**src/rtl/x86_word_multiply_divide_macros.svh**
```systemverilog
// Assertion macros for the word multiply/divide unit
`ifndef X86_WORD_MULTIPLY_DIVIDE_MACROS_SVH
`define X86_WORD_MULTIPLY_DIVIDE_MACROS_SVH
// a implies b at the same edge
`define XMD_ASSERT_IMPL(label, clk, rst, a, b) \
   label: assert property (@(posedge clk) disable iff (rst) (a) |-> (b)) \
      else $error("assertion failed");
// a implies b at the next edge
`define XMD_ASSERT_NEXT(label, clk, rst, a, b) \
   label: assert property (@(posedge clk) disable iff (rst) (a) |=> (b)) \
      else $error("assertion failed");
`endif

```
**src/rtl/xwmd_pkg.sv**
```systemverilog
// Package: operation codes and shared types for the word multiply/divide unit
package xwmd_pkg;
   localparam logic [2:0] OP_MUL   = 3'd0;
   localparam logic [2:0] OP_IMUL  = 3'd1;
   localparam logic [2:0] OP_DIV   = 3'd2;
   localparam logic [2:0] OP_IDIV  = 3'd3;
   localparam logic [2:0] OP_IMULT = 3'd4;

   typedef struct packed {
      logic is_mul;
      logic is_umul;
      logic is_trunc;
      logic is_div;
      logic is_sdiv;
      logic neg_q;
      logic neg_r;
      logic zero_div;
      logic div_carry;
   } ctl_type;
endpackage

```
**src/rtl/xwmd_if.sv**
```systemverilog
// Valid/ready channel interfaces for requests, responses and the register write
interface xwmd_req_if #(parameter int WORD_BITS = 16);
   logic                 valid;
   logic                 ready;
   logic [2:0]           req_type;
   logic [WORD_BITS-1:0] acc_low;
   logic [WORD_BITS-1:0] acc_high;
   logic [WORD_BITS-1:0] src_operand;
   logic [WORD_BITS-1:0] other_operand;
   modport source (output valid, req_type, acc_low, acc_high, src_operand, other_operand,
                   input ready);
   modport sink (input valid, req_type, acc_low, acc_high, src_operand, other_operand,
                 output ready);
endinterface

interface xwmd_rsp_if #(parameter int WORD_BITS = 16);
   logic                 valid;
   logic                 ready;
   logic [WORD_BITS-1:0] result_low;
   logic [WORD_BITS-1:0] result_high;
   logic                 carry_write;
   logic                 carry_value;
   logic                 overflow_write;
   logic                 overflow_value;
   logic                 divide_error;
   modport source (output valid, result_low, result_high, carry_write, carry_value,
                   overflow_write, overflow_value, divide_error, input ready);
   modport sink (input valid, result_low, result_high, carry_write, carry_value,
                 overflow_write, overflow_value, divide_error, output ready);
endinterface

interface xwmd_csr_if;
   logic valid;
   logic ready;
   logic data;
   modport source (output valid, data, input ready);
   modport sink (input valid, data, output ready);
endinterface

```
**src/rtl/xwmd_div_stage.sv**
```systemverilog
// One registered stage of the restoring divider: STEPS quotient bits
module xwmd_div_stage import xwmd_pkg::*; #(
   parameter int WORD_BITS = 16,
   parameter int STEPS     = 4
) (
   input  logic                   clock,
   input  logic                   advance,
   input  logic [WORD_BITS:0]     rem_in,
   input  logic [2*WORD_BITS-1:0] dvd_in,
   input  logic [WORD_BITS-1:0]   dsr_in,
   output logic [WORD_BITS:0]     rem_out,
   output logic [2*WORD_BITS-1:0] dvd_out,
   output logic [WORD_BITS-1:0]   dsr_out
);
   logic [WORD_BITS:0]     rem_ff, rem_in_c;
   logic [2*WORD_BITS-1:0] dvd_ff, dvd_in_c;
   logic [WORD_BITS-1:0]   dsr_ff;

   always_comb begin
      logic [WORD_BITS+1:0] t;
      rem_in_c = rem_in;
      dvd_in_c = dvd_in;
      for (int i = 0; i < STEPS; i++) begin
         t = {rem_in_c, dvd_in_c[2*WORD_BITS-1]};
         dvd_in_c = {dvd_in_c[2*WORD_BITS-2:0], 1'b0};
         if (t >= {2'b00, dsr_in}) begin
            t = t - {2'b00, dsr_in};
            dvd_in_c[0] = 1'b1;
         end
         rem_in_c = t[WORD_BITS:0];
      end
   end

   always_ff @(posedge clock) begin
      if (advance) begin
         rem_ff <= rem_in_c;
         dvd_ff <= dvd_in_c;
         dsr_ff <= dsr_in;
      end
   end

   assign rem_out = rem_ff;
   assign dvd_out = dvd_ff;
   assign dsr_out = dsr_ff;
endmodule

```
**src/rtl/x86_word_multiply_divide.sv**
```systemverilog
// Top level: pipelined 16-bit x86 MUL/IMUL/DIV/IDIV unit
//  channel | dir | contents
//  req     | in  | req_type, acc_low, acc_high, src_operand, other_operand
//  rsp     | out | result words, CF/OF write and value, divide_error
//  csr     | in  | div_sets_carry
// After the request transfer a result passes the decode register, then divider
// stages of four quotient bits each (two for odd WORD_BITS).
// One item per cycle unless rsp stalls; the product runs beside the divider stages.
// Synchronous reset clears valid bits and div_sets_carry.
// A stall on rsp freezes the whole pipeline; nothing is lost or repeated.
module x86_word_multiply_divide import xwmd_pkg::*; #(
   parameter int WORD_BITS = 16
) (
   input logic    clock,
   input logic    reset,
   xwmd_req_if.sink   req,
   xwmd_rsp_if.source rsp,
   xwmd_csr_if.sink   csr
);
`include "x86_word_multiply_divide_macros.svh"
   localparam int W     = WORD_BITS;
   localparam int STEPS = (W % 2 == 0) ? 4 : 2;
   localparam int NDIV  = (2*W + STEPS - 1) / STEPS;
   localparam int NST   = NDIV + 1;

   logic advance;
   logic div_carry_ff;
   logic [NST-1:0] vld_ff;
   ctl_type        ctl_ff [NST];
   logic [2*W-1:0] prod_ff [NST];

   assign advance   = !vld_ff[NST-1] || rsp.ready;
   assign req.ready = advance;
   assign csr.ready = 1'b1;

   always_ff @(posedge clock) begin
      if (reset) div_carry_ff <= 1'b0;
      else if (csr.valid) div_carry_ff <= csr.data;
   end

   // stage 0: decode, magnitudes
   ctl_type        ctl_in;
   logic [2*W-1:0] mag_in;
   logic [W-1:0]   dsr_in, ma_in, mb_in;
   logic           nd, ns;
   always_comb begin
      nd = req.acc_high[W-1];
      ns = req.src_operand[W-1];
      ctl_in = '0;
      ctl_in.is_mul   = req.req_type == OP_MUL || req.req_type == OP_IMUL ||
                        req.req_type == OP_IMULT;
      ctl_in.is_umul  = req.req_type == OP_MUL;
      ctl_in.is_trunc = req.req_type == OP_IMULT;
      ctl_in.is_div   = req.req_type == OP_DIV || req.req_type == OP_IDIV;
      ctl_in.is_sdiv  = req.req_type == OP_IDIV;
      ctl_in.zero_div = req.src_operand == '0;
      ctl_in.div_carry = div_carry_ff;
      mag_in = {req.acc_high, req.acc_low};
      dsr_in = req.src_operand;
      if (ctl_in.is_sdiv) begin
         if (nd) mag_in = -{req.acc_high, req.acc_low};
         if (ns) dsr_in = -req.src_operand;
         ctl_in.neg_q = nd ^ ns;
         ctl_in.neg_r = nd;
      end
      ma_in = (req.req_type == OP_IMULT) ? req.other_operand : req.acc_low;
      mb_in = req.src_operand;
   end

   // multiplier operands registered at stage 0, product at stage 1
   logic [W-1:0] ma_ff, mb_ff;
   logic [2*W-1:0] prod_c;
   always_comb begin
      if (ctl_ff[0].is_umul) prod_c = {{W{1'b0}}, ma_ff} * {{W{1'b0}}, mb_ff};
      else prod_c = $signed({{W{ma_ff[W-1]}}, ma_ff}) * $signed({{W{mb_ff[W-1]}}, mb_ff});
   end

   logic [W:0]     rem [NDIV+1];
   logic [2*W-1:0] dvd [NDIV+1];
   logic [W-1:0]   dsr [NDIV+1];
   logic [W:0]     rem0_ff;
   logic [2*W-1:0] dvd0_ff;
   logic [W-1:0]   dsr0_ff;
   assign rem[0] = rem0_ff;
   assign dvd[0] = dvd0_ff;
   assign dsr[0] = dsr0_ff;

   for (genvar g = 0; g < NDIV; g++) begin : g_div
      xwmd_div_stage #(.WORD_BITS(W), .STEPS(STEPS)) u_stage (
         .clock(clock), .advance(advance),
         .rem_in(rem[g]), .dvd_in(dvd[g]), .dsr_in(dsr[g]),
         .rem_out(rem[g+1]), .dvd_out(dvd[g+1]), .dsr_out(dsr[g+1])
      );
   end

   always_ff @(posedge clock) begin
      if (reset) vld_ff <= '0;
      else if (advance) vld_ff <= {vld_ff[NST-2:0], req.valid};
   end

   always_ff @(posedge clock) begin
      if (advance) begin
         ctl_ff[0] <= ctl_in;
         ma_ff     <= ma_in;
         mb_ff     <= mb_in;
         rem0_ff   <= '0;
         dvd0_ff   <= mag_in;
         dsr0_ff   <= ctl_in.zero_div ? W'(1) : dsr_in;
         prod_ff[0] <= '0;
         ctl_ff[1] <= ctl_ff[0];
         prod_ff[1] <= prod_c;
         for (int s = 2; s < NST; s++) begin
            ctl_ff[s]  <= ctl_ff[s-1];
            prod_ff[s] <= prod_ff[s-1];
         end
      end
   end

   // output from the last stage
   ctl_type        c;
   logic [2*W-1:0] q_full;
   logic [W-1:0]   q, r, plo, phi;
   logic           qovf, mof;
   always_comb begin
      c      = ctl_ff[NST-1];
      q_full = dvd[NDIV];
      q      = c.neg_q ? -q_full[W-1:0] : q_full[W-1:0];
      r      = c.neg_r ? -rem[NDIV][W-1:0] : rem[NDIV][W-1:0];
      if (c.is_sdiv)
         qovf = q_full[2*W-1:W] != '0 ||
                (c.neg_q ? q_full[W-1:0] > {1'b1, {(W-1){1'b0}}} : q_full[W-1]);
      else
         qovf = q_full[2*W-1:W] != '0;
      plo = prod_ff[NST-1][W-1:0];
      phi = prod_ff[NST-1][2*W-1:W];
      if (c.is_umul) mof = phi != '0;
      else mof = phi != {W{plo[W-1]}};
      rsp.result_low = '0; rsp.result_high = '0;
      rsp.carry_write = 1'b0; rsp.carry_value = 1'b0;
      rsp.overflow_write = 1'b0; rsp.overflow_value = 1'b0;
      rsp.divide_error = 1'b0;
      if (c.is_mul) begin
         rsp.result_low = plo;
         rsp.result_high = c.is_trunc ? '0 : phi;
         rsp.carry_write = 1'b1; rsp.overflow_write = 1'b1;
         rsp.carry_value = mof; rsp.overflow_value = mof;
      end else if (c.is_div) begin
         if (c.zero_div || qovf) rsp.divide_error = 1'b1;
         else begin
            rsp.result_low = q; rsp.result_high = r;
            rsp.carry_write = c.div_carry; rsp.carry_value = c.div_carry;
         end
      end
   end
   assign rsp.valid = vld_ff[NST-1];

   `XMD_ASSERT_NEXT(a_hold, clock, reset, rsp.valid && !rsp.ready,
                    rsp.valid && $stable(rsp.result_low))
   `XMD_ASSERT_IMPL(a_err_clean, clock, reset, rsp.valid && rsp.divide_error,
                    rsp.result_low == '0 && !rsp.carry_write && !rsp.overflow_write)
   `XMD_ASSERT_IMPL(a_trunc_high, clock, reset, rsp.valid && c.is_trunc,
                    rsp.result_high == '0)
endmodule

```
**src/flat_wrapper.sv**
```systemverilog
// flat-port wrapper written by rule: the top's interface ports become plain ports
module x86_word_multiply_divide_flat import xwmd_pkg::*;
#(
   parameter int WORD_BITS = 16
)
  (clock, reset, req_valid, req_req_type, req_acc_low, req_acc_high, req_src_operand, req_other_operand, req_ready, rsp_valid, rsp_result_low, rsp_result_high, rsp_carry_write, rsp_carry_value, rsp_overflow_write, rsp_overflow_value, rsp_divide_error, rsp_ready, csr_valid, csr_data, csr_ready);
  xwmd_req_if #(.WORD_BITS(WORD_BITS)) req_i ();
  xwmd_rsp_if #(.WORD_BITS(WORD_BITS)) rsp_i ();
  xwmd_csr_if csr_i ();
  input logic clock;
  input logic reset;
  input wire logic [$bits(req_i.valid)-1:0] req_valid;
  input wire logic [$bits(req_i.req_type)-1:0] req_req_type;
  input wire logic [$bits(req_i.acc_low)-1:0] req_acc_low;
  input wire logic [$bits(req_i.acc_high)-1:0] req_acc_high;
  input wire logic [$bits(req_i.src_operand)-1:0] req_src_operand;
  input wire logic [$bits(req_i.other_operand)-1:0] req_other_operand;
  output wire logic [$bits(req_i.ready)-1:0] req_ready;
  output wire logic [$bits(rsp_i.valid)-1:0] rsp_valid;
  output wire logic [$bits(rsp_i.result_low)-1:0] rsp_result_low;
  output wire logic [$bits(rsp_i.result_high)-1:0] rsp_result_high;
  output wire logic [$bits(rsp_i.carry_write)-1:0] rsp_carry_write;
  output wire logic [$bits(rsp_i.carry_value)-1:0] rsp_carry_value;
  output wire logic [$bits(rsp_i.overflow_write)-1:0] rsp_overflow_write;
  output wire logic [$bits(rsp_i.overflow_value)-1:0] rsp_overflow_value;
  output wire logic [$bits(rsp_i.divide_error)-1:0] rsp_divide_error;
  input wire logic [$bits(rsp_i.ready)-1:0] rsp_ready;
  input wire logic [$bits(csr_i.valid)-1:0] csr_valid;
  input wire logic [$bits(csr_i.data)-1:0] csr_data;
  output wire logic [$bits(csr_i.ready)-1:0] csr_ready;
  assign req_i.valid = req_valid;
  assign req_i.req_type = req_req_type;
  assign req_i.acc_low = req_acc_low;
  assign req_i.acc_high = req_acc_high;
  assign req_i.src_operand = req_src_operand;
  assign req_i.other_operand = req_other_operand;
  assign req_ready = req_i.ready;
  assign rsp_valid = rsp_i.valid;
  assign rsp_result_low = rsp_i.result_low;
  assign rsp_result_high = rsp_i.result_high;
  assign rsp_carry_write = rsp_i.carry_write;
  assign rsp_carry_value = rsp_i.carry_value;
  assign rsp_overflow_write = rsp_i.overflow_write;
  assign rsp_overflow_value = rsp_i.overflow_value;
  assign rsp_divide_error = rsp_i.divide_error;
  assign rsp_i.ready = rsp_ready;
  assign csr_i.valid = csr_valid;
  assign csr_i.data = csr_data;
  assign csr_ready = csr_i.ready;
  x86_word_multiply_divide #(.WORD_BITS(WORD_BITS)) u_core (.clock(clock), .reset(reset), .req(req_i), .rsp(rsp_i), .csr(csr_i));
endmodule
```
**config.mk**
```make
export PLATFORM = sky130hd
export DESIGN_NAME = x86_word_multiply_divide_flat
export DESIGN_NICKNAME = d
export VERILOG_FILES = /design/src/rtl/xwmd_pkg.sv /design/src/rtl/xwmd_if.sv /design/src/rtl/xwmd_div_stage.sv /design/src/rtl/x86_word_multiply_divide.sv /design/src/flat_wrapper.sv
export VERILOG_INCLUDE_DIRS = /design/src /design/src/rtl
export SDC_FILE = /design/constraint.sdc
export NUM_CORES = 2
export LEC_CHECK = 0
export ABC_CLOCK_PERIOD_IN_PS = 56900
export BUFFER_PORTS_ARGS = -buffer_cell sky130_fd_sc_hd__buf_2
export CORE_ASPECT_RATIO = 2
export CORE_MARGIN = 3
export CORE_UTILIZATION = 36
export CTS_CLUSTER_SIZE = 12
export DETAILED_ROUTE_END_ITERATION = 16
export REMOVE_ABC_BUFFERS = 1
export SLEW_MARGIN = 5
export SYNTH_ARGS = -nofsm -noshare
export SYNTH_HDL_FRONTEND = slang
export SYNTH_SLANG_ARGS = --single-unit
```
**constraint.sdc**
```tcl
create_clock -name clock -period 56.9 [get_ports clock]
set_input_delay 5.69 -clock clock [delete_from_list [all_inputs] [get_ports clock]]
set_output_delay 5.69 -clock clock [all_outputs]
set_load 0.01 [all_outputs]
```
# == Word level (Yosys, flattened, before mapping) ==
# Memory sizes are Yosys's and may differ from the RTL's.
# Index checks and enable logic that the tools add are counted.
# word_totals
reg_bits,593
ram_bits,369
inputBits,73
out_inout_bits,40
word_cells,213
memories,2
# classes
n_addsub,36
mul,2
order_cmp,33
n_eq_ne,5
mux,94
bitwise,1
n_reduce_logical,11
# memory_table
memory,depth,width,read_ports,rd_ports_with_merged_regs,wr,line_no,rtl
u_core.prod_ff,9,32,8,0,9,x86_word_multiply_divide.sv:30,logic [2*W-1:0] prod_ff [NST];
u_core.ctl_ff,9,9,9,0,9,x86_word_multiply_divide.sv:29,ctl_type ctl_ff [NST];
# ops
operator,count
$ge 18x16->1,31
$mux 17,31
$sub 17x16->17,30
$mux 16,13
$mux 32,3
$mul 16x16->32,2
$neg 16->16,3
$mux 1,46
$neg 32->32,1
$reduce_bool 16->1,2
$sub 1x16->17,1
$ge 1x16->1,1
$gt 16x16->1 const B,1
$logic_not 16->1,1
$ne 16x16->1,1
$sub 16x16->16,1
$eq 3x2->1 const B,2
$logic_or 1x1->1,6
$eq 3x1->1 const B,1
$eq 3x3->1 const B,1
$logic_not 3->1,1
$mux 2,1
$logic_not 1->1,1
$xor 1x1->1,1

# == Logic depth before layout (Yosys ltp) ==
# depth
depth_word,8
ltp_mapped,53
ltp_nobuf,47

# == Hierarchy ==
# A second synthesis with hierarchy kept.
# hier_totals
hier_cells,7592
hier_area_um2,78810.6
# by_module_without_submodules
module,instances,cells_per_inst,area_each_um2,seq_area_each_um2
x86_word_multiply_divide,1,2568,30345.4,12722.2
xwmd_div_stage (u_core.g_div[0].u_stage ...),5,606,5965.7,1951.9
xwmd_div_stage (u_core.g_div[5].u_stage),1,678,6326.1,1951.9
xwmd_div_stage (u_core.g_div[6].u_stage),1,694,6319.8,1951.9
xwmd_div_stage (u_core.g_div[7].u_stage),1,622,5990.7,1951.9

# == Worst setup path before layout ==
# Ideal clock, no wire load.
# synth_path
path_kind,input to register
from,in rsp_ready
to,mem u_core.ctl_ff[0][0] in the netlist's numbering (enable)
setup_time_ns,7.140
arrival_ns,22.852
required_ns,49.760
path_slack_ns,26.908
path_stages,3
n_path_buf,1
path_cell_list,nor2b_1 -> clkbuf_1 -> clkinv_1
# synth_rtl
item,line_no,rtl
start: declaration,flat_wrapper.sv:27,input wire logic [$bits(rsp_i.ready)-1:0] rsp_ready;
end: declaration,x86_word_multiply_divide.sv:29,

# == Final worst setup path ==
# layout_path
from,reg u_core.g_div[1].u_stage.dsr_ff[1]
to,"reg u_core.g_div[2].u_stage.rem_ff[14], data pin"
# layout_via
elab_chain_cells,8
elab_cells_between_ends,12
cone_classes,add/sub: 4; order compare: 4; mux: 4
# layout_lines
item,line_no,rtl
start: declaration,xwmd_div_stage.sv:17,logic [WORD_BITS-1:0] dsr_ff;
start signal: assignment,xwmd_div_stage.sv:38,dsr_ff <= dsr_in;
$sub 17x16->17 / $ge 18x16->1 (equally long branches),"xwmd_div_stage.sv:27, xwmd_div_stage.sv:26",
$mux 17,xwmd_div_stage.sv:26,"if (t >= {2'b00, dsr_in}) begin"
$sub 17x16->17 / $ge 18x16->1 (equally long branches),"xwmd_div_stage.sv:27, xwmd_div_stage.sv:26",
$mux 17,xwmd_div_stage.sv:26,
$sub 17x16->17 / $ge 18x16->1 (equally long branches),"xwmd_div_stage.sv:27, xwmd_div_stage.sv:26",
$mux 17,xwmd_div_stage.sv:26,
$sub 17x16->17 / $ge 18x16->1 (equally long branches),"xwmd_div_stage.sv:27, xwmd_div_stage.sv:26",
$mux 17 *,xwmd_div_stage.sv:26,
net u_core.g_div[2].u_stage.rem_in_c[14],xwmd_div_stage.sv:15,"logic [WORD_BITS:0] rem_ff, rem_in_c;"
end signal: assignment,xwmd_div_stage.sv:36,rem_ff <= rem_in_c;
end: declaration,xwmd_div_stage.sv:15,
# The timed path passes the listed nets; every way through them passes the cells marked *.
# A chain may end at the register's enable or synchronous reset.

==> metrics.md <==
| Metric | Value |
|---|---|
| Die Area | 214000 um^2 |
| Area after DPL | between 70000 and 80000 um^2 |
| Setup WS pre-CTS | approximately 43000 ps |
| Met3 usage in global routing | ~1.7% |
| Post-CTS Setup Inserts | 0 |
| # setup viols final | 0 |
| Crit path max fanout | 27 |
| First-pass GRT wire length | about 330000 um |
| CTS Buffer Depth | 3 |
| PostCTS Resize Cnt | 0 |
| Setup repair after global routing missed its margin | no |
| Largest net degree at the start of global routing | 90 |
| Setup crit end kind | flop |
| Core Area | just over 200000 um^2 |
| Routed WL per cell | about 22 um |
| Fill cell count | between 20000 and 25000 |
| GP Congestion | roughly 0.97 |
| DP HPWL | 179000 um |
| Outcome | complete, no violations |
| Final instance area | ~82000 um^2 |
| Worst-path clk slew | 60 ps |
| CP most frequent cell | a21oi_1 |
| Post-synth top cells | edfxtp_1, inv_1, ha_1 |
| Vias/cell | between 5 and 6 |
| Total CTS buffers | 96 |
| Synth top area share | around 37% |
| Avg Inst Size Synth | 10.4 um^2 |
| Root Driver | clkbuf_16 |
| Chip width | approximately 330 um |
| # DRC | 0 |
| Total congestion overflow | 0 |
| Final Skew | 67.9 ps |
| Met2 usage | 40.5% |
| Final min period | 13960 ps |
| Vias in the first global route | 58800 |
| Fin. max-slew vios | 0 |
| Die Span Y | 652 um |
| CTS tree | yes |
| Final TNS setup | 0 ps |
| DR pass1 iterations | 6 |
| Layout cells sized above 1 | 7.67% |
| WP data arrival | approximately 14000 ps |
| Yosys warns | 0 |
| Ports | 113 |
| Most used DFF post-synth | edfxtp_1 |
| Total Routed Length | roughly 220000 um |
| First DRT Iteration DRCs | 2698 |
| Yosys cell types | 95 |
| DRT antenna net count | 0 |
| Class of the worst hold path | flop to flop |
| Worst Setup Start Kind | flop |
| Crit path largest cell delay | around 760 ps |
| Crit share post-route | 24.5% |
| Initial core utilization | a little over a third |
| Area contributors post-synth | edfxtp_1, ha_1, fa_1 |
| Yosys reg bits | 930 |
| Met1 Use GR | between 10% and 20% |
| Post-Syn Area | 75100 um^2 |
| Sequential-to-total area share from yosys stat | 37.1% |
| CTS hold repair buffers | 0 |
| Via count | about 55000 |
| Port bufs | 111 |
| Slew headroom | about a quarter |
| Busiest grt layer | met2 |
| Fmax | just over 70 MHz |
| Cell Rows | 236 |
| Slowest cell on crit path | a21oi_2 |
| Initial antenna violation count | 6 |
| Synthesized instance count | ~7200 |
| Most frequent cell after synthesis | edfxtp_1 |
| Critical Path RT | about 57000 ps |
| Post-route setup slack | approximately 43000 ps |
| All-Layer GR Usage | around a fifth |
| Area leader, netlist | edfxtp_1 |
| Slew @ Worst Pin | approximately 1100 ps |
| H-tree levels | 3 |
| Fin. Hold Viols | 0 |
| Fin nets | ~8500 |
| Clock latency on the worst-skew pair | approximately 740 ps |
| Clock sinks | slightly above 900 |
| Crit path kind | flop to flop |
| Maxcap violations | 0 |
| Asr flop ratio synth | 0% |
| Number of synthesized flops with an enable pin | 920 |
| Area Overhead vs Synth | 8.99% |
[cell families after synthesis]
family / after synthesis / share of synthesized area (%)
muxes: 289 / 4.23
DFF: 930 / 37.1
buffers and inverters: 901 / 4.54
and+or+nand+nor: 1880 / 12.3
xor gates and xnor gates: 486 / 5.67
other: 1 / 0.00499
AOI/OAI and AO/OA: 1698 / 14.7
adders and majority gates: 1051 / 21.5
[per-layer routing]
metal,wire length (um),share of wire [%]
met4,22300,10
met1,68100,31
met3,5410,2.5
met2,123000,56
met5,7,0.0032
[worst paths after layout]
check / start / end / slack, ps / depth (start not counted)
setup / recovery: u_core.g_div[1].u_stage.dsr_out[1] / u_core.g_div[2].u_stage.rem_out[14] / 42940 / 45
hold / removal: u_core.prod_ff[1][107] / u_core.prod_ff[2][11] / 390 / 0
setup reg to reg: u_core.g_div[1].u_stage.dsr_out[1] / u_core.g_div[2].u_stage.rem_out[14] / 42940 / 45
hold reg to reg: u_core.prod_ff[1][107] / u_core.prod_ff[2][11] / 390 / 0
[sequential cells by signal (all words and copies together), names as in the netlist, 16 cells and up]
| register | flops |
|---|---|
| u_core.mb_ff | 16 |
| u_core.ctl_ff | 81 |
| u_core.dvd0_ff | 32 |
| u_core.g_div.u_stage.dvd_out | 256 |
| u_core.g_div.u_stage.rem_out | 135 |
| u_core.ma_ff | 16 |
| u_core.prod_ff | 256 |
| u_core.g_div.u_stage.dsr_out | 112 |
| u_core.dsr0_ff | 16 |
[cells in the final DEF (no fill, tap or decap), types with 66 or more instances in the layout]
cell       instances
a21o_1           189
a21oi_1          445
and2_1           160
buf_2            111
clkbuf_16         96
edfxtp_1         920
fa_1             397
ha_1             654
inv_1            737
mux2_2           187
nand2_1          575
nand2b_1          88
nand3_1           90
nand4_1           90
nor2_1           404
nor2b_1           85
nor3_1           121
o21a_1            88
o21ai_0          362
o21bai_1          66
xnor2_1          305
xor2_1           181
[worst max-delay path, delay by kind of cell, from the launching register on]
family,cells,cell delay [ps]
mux,1,620
fa+ha+maj,4,1690
flops,1,460
simple gates,11,3360
buf+inv,6,1860
compound gates,23,5630
[stage by stage]
step	utilization (%)	cells	hold slack, ps
final	39.5	10100	391
after global routing	39.5	10100	404
after global placement	38.1	9984	401
after floorplan	-	7085	400
after detailed placement	38.1	9984	405
after CTS	39.5	10100	391
[area by class of cell]
class / instances / area (um^2) / area share [%]
tap: 2737 / 3420 / 4.18
clock inverter: 36 / 479 / 0.586
inverter: 750 / 2820 / 3.45
timing repair buffer: 162 / 938 / 1.15
clock buffer: 106 / 2440 / 2.98
sequential: 930 / 27800 / 34.0
antenna: 2 / 5.00 / 0.00612
multi-input combinational: 5405 / 43900 / 53.6
Power is left out: the tool's default activity adds up to more than one toggle a clock period on the data nets, which glitch-free logic cannot reach.
